--- src/hdl/kvi_pkg.sv ---
`timescale 1ns / 1ps
package kvi_pkg;
    localparam int KEYS   = 16;
    localparam int SLOT_W = $clog2(KEYS);
    localparam int CNT_W  = 5;
    localparam int TIME_W = 24;
    localparam int VAL_W  = 32;
    localparam int FRAC_W = 16;
    localparam logic KIND_LOAD  = 1'b0;
    localparam logic KIND_QUERY = 1'b1;

    typedef struct packed {
        logic                     kind;
        logic [3:0]               key_slot;
        logic [TIME_W-1:0]        key_time;
        logic signed [VAL_W-1:0]  val_x;
        logic signed [VAL_W-1:0]  val_y;
        logic signed [VAL_W-1:0]  val_z;
        logic [TIME_W-1:0]        query_time;
    } t_in_item;

    typedef struct packed {
        logic signed [VAL_W-1:0]  out_x;
        logic signed [VAL_W-1:0]  out_y;
        logic signed [VAL_W-1:0]  out_z;
        logic [3:0]               segment;
        logic                     clamped;
    } t_out_item;

    // Queue entry between front and back: the decoded query.
    typedef struct packed {
        logic [TIME_W-1:0]  query_time;
        logic [SLOT_W:0]    n;
    } t_job;
endpackage

--- src/hdl/kvi_if.sv ---
`timescale 1ns / 1ps
interface kvi_in_if;
    logic               valid;
    logic               ready;
    kvi_pkg::t_in_item  data;
    modport source (output valid, output data, input ready);
    modport sink   (input valid, input data, output ready);
endinterface

interface kvi_out_if;
    logic                valid;
    logic                ready;
    kvi_pkg::t_out_item  data;
    modport source (output valid, output data, input ready);
    modport sink   (input valid, input data, output ready);
endinterface

interface kvi_cfg_if;
    logic                          valid;
    logic                          ready;
    logic [kvi_pkg::CNT_W-1:0]     data;
    modport source (output valid, output data, input ready);
    modport sink   (input valid, input data, output ready);
endinterface

--- src/hdl/keyframe_vector_interpolator.sv ---
`timescale 1ns / 1ps
// Channel  Dir  Payload                                          Accept
// s_in     in   kind, key_slot, key_time, val_x/y/z, query_time  valid & ready
// m_out    out  out_x/y/z, segment, clamped                      valid & ready
// s_cfg    in   key_count (5 bits)                               valid & ready
//
// A load waits until no query is queued or in the back end, so it never
// changes a key under an earlier query.
// From the pop, a query ends on a key (one-key track, before the first key, on
// or past the last) or interpolates: the search reads the keys one by one, the
// factor comes from a 16-step restoring divider, then one shared multiplier
// works through the components in turn.
// Reset (i_rst_n, synchronous) sets key_count to 1 and empties the queue;
// key slots hold nothing defined until loaded.
// Queries pass through a two-entry queue, so the front keeps taking queries
// while the back works or the output register waits on m_out.ready.
module keyframe_vector_interpolator (
    input  logic       i_clk,
    input  logic       i_rst_n,
    kvi_in_if.sink     s_in,
    kvi_cfg_if.sink    s_cfg,
    kvi_out_if.source  m_out
);
    logic                        w_push, w_full, w_pop, w_qv, w_wr;
    logic                        w_back_busy, w_busy;
    kvi_pkg::t_job               w_job_in, w_job_out;
    logic [kvi_pkg::SLOT_W-1:0]  w_slot;
    logic [kvi_pkg::TIME_W-1:0]  w_time;
    logic [3*kvi_pkg::VAL_W-1:0] w_vec;

    // a query is in flight while queued or while the back works on it
    assign w_busy = w_qv || w_back_busy;

    kvi_front u_front (
        .i_clk, .i_rst_n, .s_in, .s_cfg,
        .i_q_full(w_full), .i_busy(w_busy), .o_push(w_push), .o_job(w_job_in),
        .o_wr(w_wr), .o_wr_slot(w_slot), .o_wr_time(w_time), .o_wr_vec(w_vec)
    );

    kvi_queue u_queue (
        .i_clk, .i_rst_n, .i_push(w_push), .i_job(w_job_in), .o_full(w_full),
        .i_pop(w_pop), .o_valid(w_qv), .o_job(w_job_out)
    );

    kvi_back u_back (
        .i_clk, .i_rst_n, .i_wr(w_wr), .i_wr_slot(w_slot), .i_wr_time(w_time),
        .i_wr_vec(w_vec), .i_q_valid(w_qv), .i_job(w_job_out), .o_pop(w_pop),
        .o_busy(w_back_busy), .m_out
    );
endmodule

--- src/hdl/kvi_queue.sv ---
`timescale 1ns / 1ps
module kvi_queue (
    input  logic          i_clk,
    input  logic          i_rst_n,
    input  logic          i_push,
    input  kvi_pkg::t_job i_job,
    output logic          o_full,
    input  logic          i_pop,
    output logic          o_valid,
    output kvi_pkg::t_job o_job
);
    // Two-entry FIFO.
    kvi_pkg::t_job r_mem [2];
    logic          r_wp, r_rp;
    logic [1:0]    r_cnt;

    always_ff @(posedge i_clk) begin
        if (!i_rst_n) begin
            r_wp  <= 1'b0;
            r_rp  <= 1'b0;
            r_cnt <= 2'd0;
        end else begin
            if (i_push) begin
                r_mem[r_wp] <= i_job;
                r_wp        <= ~r_wp;
            end
            if (i_pop) r_rp <= ~r_rp;
            r_cnt <= r_cnt + {1'b0, i_push} - {1'b0, i_pop};
        end
    end

    assign o_full  = (r_cnt == 2'd2);
    assign o_valid = (r_cnt != 2'd0);
    assign o_job   = r_mem[r_rp];

    a_no_overflow: assert property (@(posedge i_clk) disable iff (!i_rst_n)
        i_push |-> !o_full) else $error("queue overflow");
    a_no_underflow: assert property (@(posedge i_clk) disable iff (!i_rst_n)
        i_pop |-> o_valid) else $error("queue underflow");
    a_cnt_range: assert property (@(posedge i_clk) disable iff (!i_rst_n)
        r_cnt != 2'd3) else $error("queue count out of range");
endmodule

--- src/hdl/kvi_front.sv ---
`timescale 1ns / 1ps
module kvi_front (
    input  logic                        i_clk,
    input  logic                        i_rst_n,
    kvi_in_if.sink                      s_in,
    kvi_cfg_if.sink                     s_cfg,
    input  logic                        i_q_full,
    input  logic                        i_busy,
    output logic                        o_push,
    output kvi_pkg::t_job               o_job,
    output logic                        o_wr,
    output logic [kvi_pkg::SLOT_W-1:0]  o_wr_slot,
    output logic [kvi_pkg::TIME_W-1:0]  o_wr_time,
    output logic [3*kvi_pkg::VAL_W-1:0] o_wr_vec
);
    logic [kvi_pkg::CNT_W-1:0] r_count;
    logic [kvi_pkg::SLOT_W:0]  w_n;
    logic                      w_acc;

    assign s_cfg.ready = 1'b1;
    always_ff @(posedge i_clk) begin
        if (!i_rst_n) r_count <= kvi_pkg::CNT_W'(1);
        else if (s_cfg.valid) r_count <= s_cfg.data;
    end

    // Clamp the count to 1..KEYS.
    always_comb begin
        if (r_count == '0) w_n = (kvi_pkg::SLOT_W+1)'(1);
        else if (32'(r_count) > kvi_pkg::KEYS) w_n = (kvi_pkg::SLOT_W+1)'(kvi_pkg::KEYS);
        else w_n = (kvi_pkg::SLOT_W+1)'(r_count);
    end

    // Loads wait until no query is queued or being worked; queries wait for queue room.
    assign s_in.ready = (s_in.data.kind == kvi_pkg::KIND_LOAD) ? !i_busy : !i_q_full;
    assign w_acc      = s_in.valid && s_in.ready;
    assign o_push     = w_acc && (s_in.data.kind == kvi_pkg::KIND_QUERY);
    assign o_job.query_time = s_in.data.query_time;
    assign o_job.n          = w_n;
    assign o_wr       = w_acc && (s_in.data.kind == kvi_pkg::KIND_LOAD)
                        && (32'(s_in.data.key_slot) < kvi_pkg::KEYS);
    assign o_wr_slot  = kvi_pkg::SLOT_W'(s_in.data.key_slot);
    assign o_wr_time  = s_in.data.key_time;
    assign o_wr_vec   = {s_in.data.val_x, s_in.data.val_y, s_in.data.val_z};

    a_push_query: assert property (@(posedge i_clk) disable iff (!i_rst_n)
        o_push |-> !o_wr) else $error("load and query at once");
    a_n_range: assert property (@(posedge i_clk) disable iff (!i_rst_n)
        (w_n != '0) && (32'(w_n) <= kvi_pkg::KEYS)) else $error("count clamp");
    a_stall: assert property (@(posedge i_clk) disable iff (!i_rst_n)
        (s_in.valid && i_q_full && s_in.data.kind == kvi_pkg::KIND_QUERY)
        |-> !o_push) else $error("push into full queue");
endmodule

--- src/hdl/kvi_back.sv ---
`timescale 1ns / 1ps
module kvi_back (
    input  logic                        i_clk,
    input  logic                        i_rst_n,
    input  logic                        i_wr,
    input  logic [kvi_pkg::SLOT_W-1:0]  i_wr_slot,
    input  logic [kvi_pkg::TIME_W-1:0]  i_wr_time,
    input  logic [3*kvi_pkg::VAL_W-1:0] i_wr_vec,
    input  logic                        i_q_valid,
    input  kvi_pkg::t_job               i_job,
    output logic                        o_pop,
    output logic                        o_busy,
    kvi_out_if.source                   m_out
);
    localparam int SW = kvi_pkg::SLOT_W;
    localparam int TW = kvi_pkg::TIME_W;
    localparam int VW = kvi_pkg::VAL_W;
    localparam int FW = kvi_pkg::FRAC_W;

    typedef enum logic [3:0] {
        S_IDLE, S_RD0, S_CHK0, S_SRCH, S_SRCHW, S_RDE, S_DIV, S_MUL,
        S_SUM, S_KEY, S_OUT
    } t_state;

    // Key stores: one write, one registered read port each.
    logic [TW-1:0]   r_times [kvi_pkg::KEYS];
    logic [3*VW-1:0] r_vecs  [kvi_pkg::KEYS];
    logic [SW-1:0]   w_ra;
    logic [TW-1:0]   r_rt;
    logic [3*VW-1:0] r_rv;

    t_state          r_st;
    logic [TW-1:0]   r_q;
    logic [SW:0]     r_n;
    logic [SW:0]     r_i;        // probed key index
    logic [TW-1:0]   r_ti;       // start key time
    logic [3*VW-1:0] r_sv;       // start vector
    logic [TW-1:0]   r_span;
    logic [TW:0]     r_rem;
    logic [FW-1:0]   r_f;
    logic [4:0]      r_bit;
    logic [1:0]      r_c;        // component under multiply
    logic signed [VW:0]    r_d;
    logic signed [VW+FW+1:0] r_p;
    logic [3*VW-1:0] r_res;
    logic [SW-1:0]   r_seg;
    logic            r_clamp;
    logic            r_ovalid;
    kvi_pkg::t_out_item r_odata;

    logic [TW:0]     w_rem2;
    logic signed [VW:0] w_s, w_e;
    logic signed [VW+FW+1:0] w_sum;
    logic signed [VW+FW+1:0] w_prod;

    always_comb begin
        unique case (r_st)
            S_SRCH, S_SRCHW: w_ra = r_i[SW-1:0];
            default:         w_ra = r_i[SW-1:0];
        endcase
    end

    always_ff @(posedge i_clk) begin
        if (i_wr) begin
            r_times[i_wr_slot] <= i_wr_time;
            r_vecs[i_wr_slot]  <= i_wr_vec;
        end
        r_rt <= r_times[w_ra];
        r_rv <= r_vecs[w_ra];
    end

    assign w_rem2 = {r_rem[TW-1:0], 1'b0};
    always_comb begin
        unique case (r_c)
            2'd0:    begin w_s = {r_sv[3*VW-1], r_sv[3*VW-1:2*VW]};
                           w_e = {r_rv[3*VW-1], r_rv[3*VW-1:2*VW]}; end
            2'd1:    begin w_s = {r_sv[2*VW-1], r_sv[2*VW-1:VW]};
                           w_e = {r_rv[2*VW-1], r_rv[2*VW-1:VW]}; end
            default: begin w_s = {r_sv[VW-1], r_sv[VW-1:0]};
                           w_e = {r_rv[VW-1], r_rv[VW-1:0]}; end
        endcase
    end
    // difference times factor, both operands widened to the product width
    assign w_prod = r_d * $signed({1'b0, r_f});
    // start + (product >>> 16), floor by arithmetic shift
    assign w_sum = (VW+FW+2)'(w_s) + (r_p >>> FW);

    assign o_pop  = (r_st == S_IDLE) && i_q_valid && !r_ovalid;
    assign o_busy = (r_st != S_IDLE);

    always_ff @(posedge i_clk) begin
        if (!i_rst_n) begin
            r_st     <= S_IDLE;
            r_ovalid <= 1'b0;
        end else begin
            if (r_ovalid && m_out.ready) r_ovalid <= 1'b0;
            unique case (r_st)
                S_IDLE: if (o_pop) begin
                    r_q  <= i_job.query_time;
                    r_n  <= i_job.n;
                    r_i  <= '0;
                    r_st <= S_RD0;
                end
                S_RD0: r_st <= S_CHK0;   // key 0 read in flight
                S_CHK0: begin
                    r_ti <= r_rt;
                    r_sv <= r_rv;
                    r_seg <= '0;
                    if (r_n == (SW+1)'(1)) begin
                        r_clamp <= 1'b0;
                        r_res   <= r_rv;
                        r_st    <= S_OUT;
                    end else if (r_q < r_rt) begin
                        r_clamp <= 1'b1;
                        r_res   <= r_rv;
                        r_st    <= S_OUT;
                    end else begin
                        r_i  <= (SW+1)'(1);
                        r_st <= S_SRCH;
                    end
                end
                S_SRCH: r_st <= S_SRCHW;   // read key r_i
                S_SRCHW: begin
                    if (r_q < r_rt) begin
                        r_seg  <= SW'(r_i - (SW+1)'(1));
                        r_span <= r_rt - r_ti;
                        r_rem  <= {1'b0, r_q - r_ti};
                        r_bit  <= 5'(FW);
                        r_st   <= S_DIV;
                    end else if (r_i == r_n - (SW+1)'(1)) begin
                        r_seg   <= SW'(r_i);
                        r_clamp <= (r_q > r_rt);
                        r_res   <= r_rv;
                        r_st    <= S_OUT;
                    end else begin
                        r_ti <= r_rt;
                        r_sv <= r_rv;
                        r_i  <= r_i + (SW+1)'(1);
                        r_st <= S_SRCH;
                    end
                end
                S_DIV: begin
                    // restoring division, one quotient bit a cycle
                    if (w_rem2 >= {1'b0, r_span}) begin
                        r_rem <= w_rem2 - {1'b0, r_span};
                        r_f   <= {r_f[FW-2:0], 1'b1};
                    end else begin
                        r_rem <= w_rem2;
                        r_f   <= {r_f[FW-2:0], 1'b0};
                    end
                    r_bit <= r_bit - 5'd1;
                    if (r_bit == 5'd1) begin
                        r_c  <= 2'd0;
                        r_st <= S_MUL;
                    end
                end
                S_MUL: begin
                    r_d  <= w_e - w_s;
                    r_st <= S_KEY;
                end
                S_KEY: begin
                    r_p  <= w_prod;
                    r_st <= S_SUM;
                end
                S_SUM: begin
                    r_res <= {r_res[2*VW-1:0], w_sum[VW-1:0]};
                    if (r_c == 2'd2) begin
                        r_clamp <= 1'b0;
                        r_st    <= S_OUT;
                    end else begin
                        r_c  <= r_c + 2'd1;
                        r_st <= S_MUL;
                    end
                end
                S_OUT: if (!r_ovalid || m_out.ready) begin
                    r_odata.out_x   <= r_res[3*VW-1:2*VW];
                    r_odata.out_y   <= r_res[2*VW-1:VW];
                    r_odata.out_z   <= r_res[VW-1:0];
                    r_odata.segment <= 4'(r_seg);
                    r_odata.clamped <= r_clamp;
                    r_ovalid        <= 1'b1;
                    r_st            <= S_IDLE;
                end
                default: r_st <= S_IDLE;
            endcase
        end
    end

    assign m_out.valid = r_ovalid;
    assign m_out.data  = r_odata;

    a_out_hold: assert property (@(posedge i_clk) disable iff (!i_rst_n)
        (r_st == S_OUT && r_ovalid && !m_out.ready) |=> r_st == S_OUT)
        else $error("result overwritten");
    a_div_span: assert property (@(posedge i_clk) disable iff (!i_rst_n)
        (r_st == S_DIV) |-> r_span != '0) else $error("zero span");
    a_idx: assert property (@(posedge i_clk) disable iff (!i_rst_n)
        (r_st == S_SRCHW) |-> r_i < r_n) else $error("search past count");
endmodule
--- src/flat_wrapper.sv ---
// flat-port wrapper written by rule: the top's interface ports become plain ports
module keyframe_vector_interpolator_flat 
  (i_clk, i_rst_n, s_in_valid, s_in_data, s_in_ready, s_cfg_valid, s_cfg_data, s_cfg_ready, m_out_valid, m_out_data, m_out_ready);
  kvi_in_if s_in_i ();
  kvi_cfg_if s_cfg_i ();
  kvi_out_if m_out_i ();
  input  logic i_clk;
  input  logic i_rst_n;
  input wire logic [$bits(s_in_i.valid)-1:0] s_in_valid;
  input wire logic [$bits(s_in_i.data)-1:0] s_in_data;
  output wire logic [$bits(s_in_i.ready)-1:0] s_in_ready;
  input wire logic [$bits(s_cfg_i.valid)-1:0] s_cfg_valid;
  input wire logic [$bits(s_cfg_i.data)-1:0] s_cfg_data;
  output wire logic [$bits(s_cfg_i.ready)-1:0] s_cfg_ready;
  output wire logic [$bits(m_out_i.valid)-1:0] m_out_valid;
  output wire logic [$bits(m_out_i.data)-1:0] m_out_data;
  input wire logic [$bits(m_out_i.ready)-1:0] m_out_ready;
  assign s_in_i.valid = s_in_valid;
  assign s_in_i.data = s_in_data;
  assign s_in_ready = s_in_i.ready;
  assign s_cfg_i.valid = s_cfg_valid;
  assign s_cfg_i.data = s_cfg_data;
  assign s_cfg_ready = s_cfg_i.ready;
  assign m_out_valid = m_out_i.valid;
  assign m_out_data = m_out_i.data;
  assign m_out_i.ready = m_out_ready;
  keyframe_vector_interpolator u_core (.i_clk(i_clk), .i_rst_n(i_rst_n), .s_in(s_in_i), .s_cfg(s_cfg_i), .m_out(m_out_i));
endmodule
--- config.mk ---
export PLATFORM = sky130hd
export DESIGN_NAME = keyframe_vector_interpolator_flat
export DESIGN_NICKNAME = d
export VERILOG_FILES = /design/src/hdl/kvi_pkg.sv /design/src/hdl/kvi_if.sv /design/src/hdl/keyframe_vector_interpolator.sv /design/src/hdl/kvi_queue.sv /design/src/hdl/kvi_front.sv /design/src/hdl/kvi_back.sv /design/src/flat_wrapper.sv
export SDC_FILE = /design/constraint.sdc
export NUM_CORES = 2
export LEC_CHECK = 0
export ABC_AREA = 1
export BUFFER_PORTS_ARGS = -buffer_cell sky130_fd_sc_hd__buf_2
export CORE_UTILIZATION = 25
export CTS_BUF_LIST = sky130_fd_sc_hd__clkbuf_8
export DETAILED_ROUTE_END_ITERATION = 7
export REMOVE_ABC_BUFFERS = 1
export SETUP_SLACK_MARGIN = 0.02
export SLEW_MARGIN = 10
export SYNTH_ARGS = -nofsm -noshare
export SYNTH_HDL_FRONTEND = slang
export SYNTH_HIERARCHICAL = 1
export SYNTH_SLANG_ARGS = --single-unit
--- constraint.sdc ---
create_clock -name i_clk -period 25.7 [get_ports i_clk]
set_clock_uncertainty 0.2 [all_clocks]
set_input_delay 5.14 -clock i_clk [delete_from_list [all_inputs] [get_ports i_clk]]
set_output_delay 5.14 -clock i_clk [all_outputs]
set_load 0.03 [all_outputs]
==> impl_metrics.env <==
export IMPL_area_growth_pct=11.8
export IMPL_leakage_nw=54.6
export IMPL_ctsHoldBuffers=0
export IMPL_layout_drive_gt1_share_pct=8.68
export IMPL_synth_area_leader_cell="edfxtp_1"
export IMPL_grt_pass1_wl_mm=542
export IMPL_yosysWarnings=6
export IMPL_port_buffer_count=261
export IMPL_synth_edf_count=2470
export IMPL_setup_tns_ns=0
export IMPL_netlist_instances=11300
export IMPL_synth_cell_types=58
export IMPL_hpwl_mm=243
export IMPL_wire_per_inst_microns=20.1
export IMPL_grtUsageTotal_pct=14.0
export IMPL_finalHoldViolations=0
export IMPL_synthArstFlopShare_pct=0
export IMPL_cts_repair_resized=0
export IMPL_crit_path_end_kind="output pin"
export IMPL_yosys_top_cells_area="edfxtp_1 58%, fa_1 7.8%, nand2_1 7.2%, inv_1 3.9%, ha_1 2.8%"
export IMPL_maxCapViolCount=0
export IMPL_setup_viol=0
export IMPL_fin_crit_sh_pct=43.2
export IMPL_cts_root_buf="clkbuf_8"
export IMPL_cts_reportedPaths_clkPinSlew_ns=0.06
export IMPL_worstPathRequired_ns=20.36
export IMPL_synth_area_per_cell_sq_um=11.2
export IMPL_drc=0
export IMPL_ys_flop_type="edfxtp_1"
export IMPL_drt_initial_drc_count=7075
export IMPL_rows=261
export IMPL_vias_per_cell=4.58
export IMPL_crit_fanout=2
export IMPL_initial_core_util_pct=25.1
export IMPL_cts_tree="done"
export IMPL_path_class="in -> out"
export IMPL_cellPowerDensity_nw_per_um2=78.2
export IMPL_dieArea_sq_um=510000
export IMPL_gp_congestion=0.898
export IMPL_slew_headroom_pct=23.2
export IMPL_worst_slew_pin_transition_ns=1.15
export IMPL_antenna_found_initial=90
export IMPL_irDropWorstVdd_v=0.0000533
export IMPL_start_kind="input port"
export IMPL_core_sq_um=505000
export IMPL_grt_ovfl_total=0
export IMPL_fin_util_pct=28.1
export IMPL_fin_crit_ns=11.11
export IMPL_status="finished, final reports clean"
export IMPL_ys_seq_area_share_pct=60.6
export IMPL_pin_count=263
export IMPL_die_x_microns=714
export IMPL_worst_ep_arrival_time_ns=5.77
export IMPL_ant_nets=0
export IMPL_timing_fmax_mhz=90.0
export IMPL_via_count=84600
export IMPL_h_tree_depth=5
export IMPL_drt_first_pass_iters=6
export IMPL_cts_sinks=2605
export IMPL_cts_buffers=384
export IMPL_wl_mm=371
export IMPL_yosys_area_top_type_share_pct=58.5
export IMPL_slew_violations=0
export IMPL_clk_latency_ns=1.12
export IMPL_rsz0062_at_grt="false"
export IMPL_hold_class="reg -> reg"
export IMPL_grt_pass1_vias=82600
export IMPL_fin_nets=12300
export IMPL_grt_max_degree=181
export IMPL_ys_seq_elements=2605
export IMPL_cts_buffer_depth=4
export IMPL_chipHeight_microns=714
export IMPL_synth_cell_area_sq_um=127000
export IMPL_post_cts_buffers=0
==> stage by stage <==
step | area [sq um] | setup WS, ns | std cells | power [W] | hold WS, ns
final | 142000 | 14.59 | 18500 | 0.0111 | 0.199
after global routing | 142000 | 14.55 | 18400 | 0.0116 | 0.202
after CTS | 142000 | 14.58 | 18400 | 0.0111 | 0.192
after detailed placement | 134000 | 14.58 | 17700 | 0.00789 | 0.205
after global placement | 134000 | 14.58 | 17700 | 0.00786 | 0.206
after floorplan | 123000 | -9.05 | 10600 | 0.00692 | 0.200
==> layer usage <==
metal	vias up	global-route usage (%)	wire length, microns
li1	38800	-	-
met1	42300	17.9	155000
met2	2823	23.8	178000
met3	640	2.05	23100
met4	26	5.67	14800
met5	-	0	170
==> logic make-up (layout without fill, tap and decap cells) <==
group	Yosys count	after routing	share of synthesized area, %
DFF	2605	2605	60.6
AOI/OAI and AO/OA	1831	1831	8.36
buffers and inverters	2037	2428	6.80
adders and majority gates	774	774	10.6
muxes	29	29	0.287
xor gates and xnor gates	104	104	0.729
and+or+nand+nor	3951	3951	12.7
other	1	40	0.00296
==> power breakdown <==
part,total (W),internal (W),switching [W]
combinational,0.00263,0.000719,0.00191
sequential,0.00520,0.00497,0.000229
clock,0.00327,0.00164,0.00163
total,0.0111,0.00733,0.00377
==> sequential cells by signal, summed over array words and instances (netlist names), 16 cells and up, named ones only <==
name,cells
u_core/u_back/r_q,24
u_core/u_back/r_rem,24
u_core/u_back/r_f,16
u_core/u_back/r_sv,96
u_core/u_back/r_times,384
u_core/u_back/r_span,24
u_core/u_queue/r_mem,58
u_core/u_back/r_vecs,1536
u_core/u_back/r_rt,24
u_core/u_back/r_rv,96
u_core/u_back/m_out.data,101
u_core/u_back/r_p,32
u_core/u_back/r_ti,24
u_core/u_back/r_res,96
u_core/u_back/r_d,33
==> layout make-up <==
type,instances,area (sq um)
diodes,39,97.6
clock buffers,421,5790
clock inverters,277,1590
fillers,51900,363000
inverters,1332,5060
multi-input cells,6690,41600
flip-flops and latches,2605,76900
well taps,6706,8390
repair buffers,398,2430
==> worst max-delay path, cell delays in order <==
cell and delay, ns:
buf_2 0.10, or2_1 0.22, o21ai_0 0.08, buf_2 0.23
==> synth_stat cells, types with 23 or more instances <==
cell type  instances
o221ai_1          92
clkbuf_1         317
o21ai_0          676
buf_2            183
a221oi_1         149
fa_1             494
o22ai_1          151
edfxtp_1        2470
buf_4            169
nor3_1            40
inv_1           1318
nand2_1         2444
buf_1             23
ha_1             280
xnor2_1           38
a21oi_1          543
o21ai_1           95
nand3_1          408
a22o_1            32
xor2_1            65
dfxtp_1          135
a21o_1            27
nor2_1           824
nand4_1          166
==> placed cells by master (no fill, tap or decap), drive strengths merged, types with 65 or more instances in the layout <==
cell	instances
dfxtp	135
buf	398
o21ai	772
fa	494
o221ai	92
clkbuf	421
inv	1464
a221oi	149
clkinv	124
nand3	410
ha	280
o22ai	151
xor2	65
nand4	166
a21oi	544
nor2	833
nand2	2455
edfxtp	2470
==> worst paths after layout <==
kind                            slack (ns)                              from                                     to  cells past startpoint
worst max-delay path                 14.59                    s_in_data[148]                             s_in_ready                      4
worst min-delay path                  0.20  u_core/u_back/r_res[1]$_DFFE_PP_  u_core/u_back/m_out.data[6]$_DFFE_PP_                      0
worst max register to register       18.93   u_core/u_back/r_d[23]$_DFFE_PP_        u_core/u_back/r_p[40]$_DFFE_PP_                     18
worst min register to register        0.20  u_core/u_back/r_res[1]$_DFFE_PP_  u_core/u_back/m_out.data[6]$_DFFE_PP_                      0
Note: power is estimated with default switching activity, not from simulation.
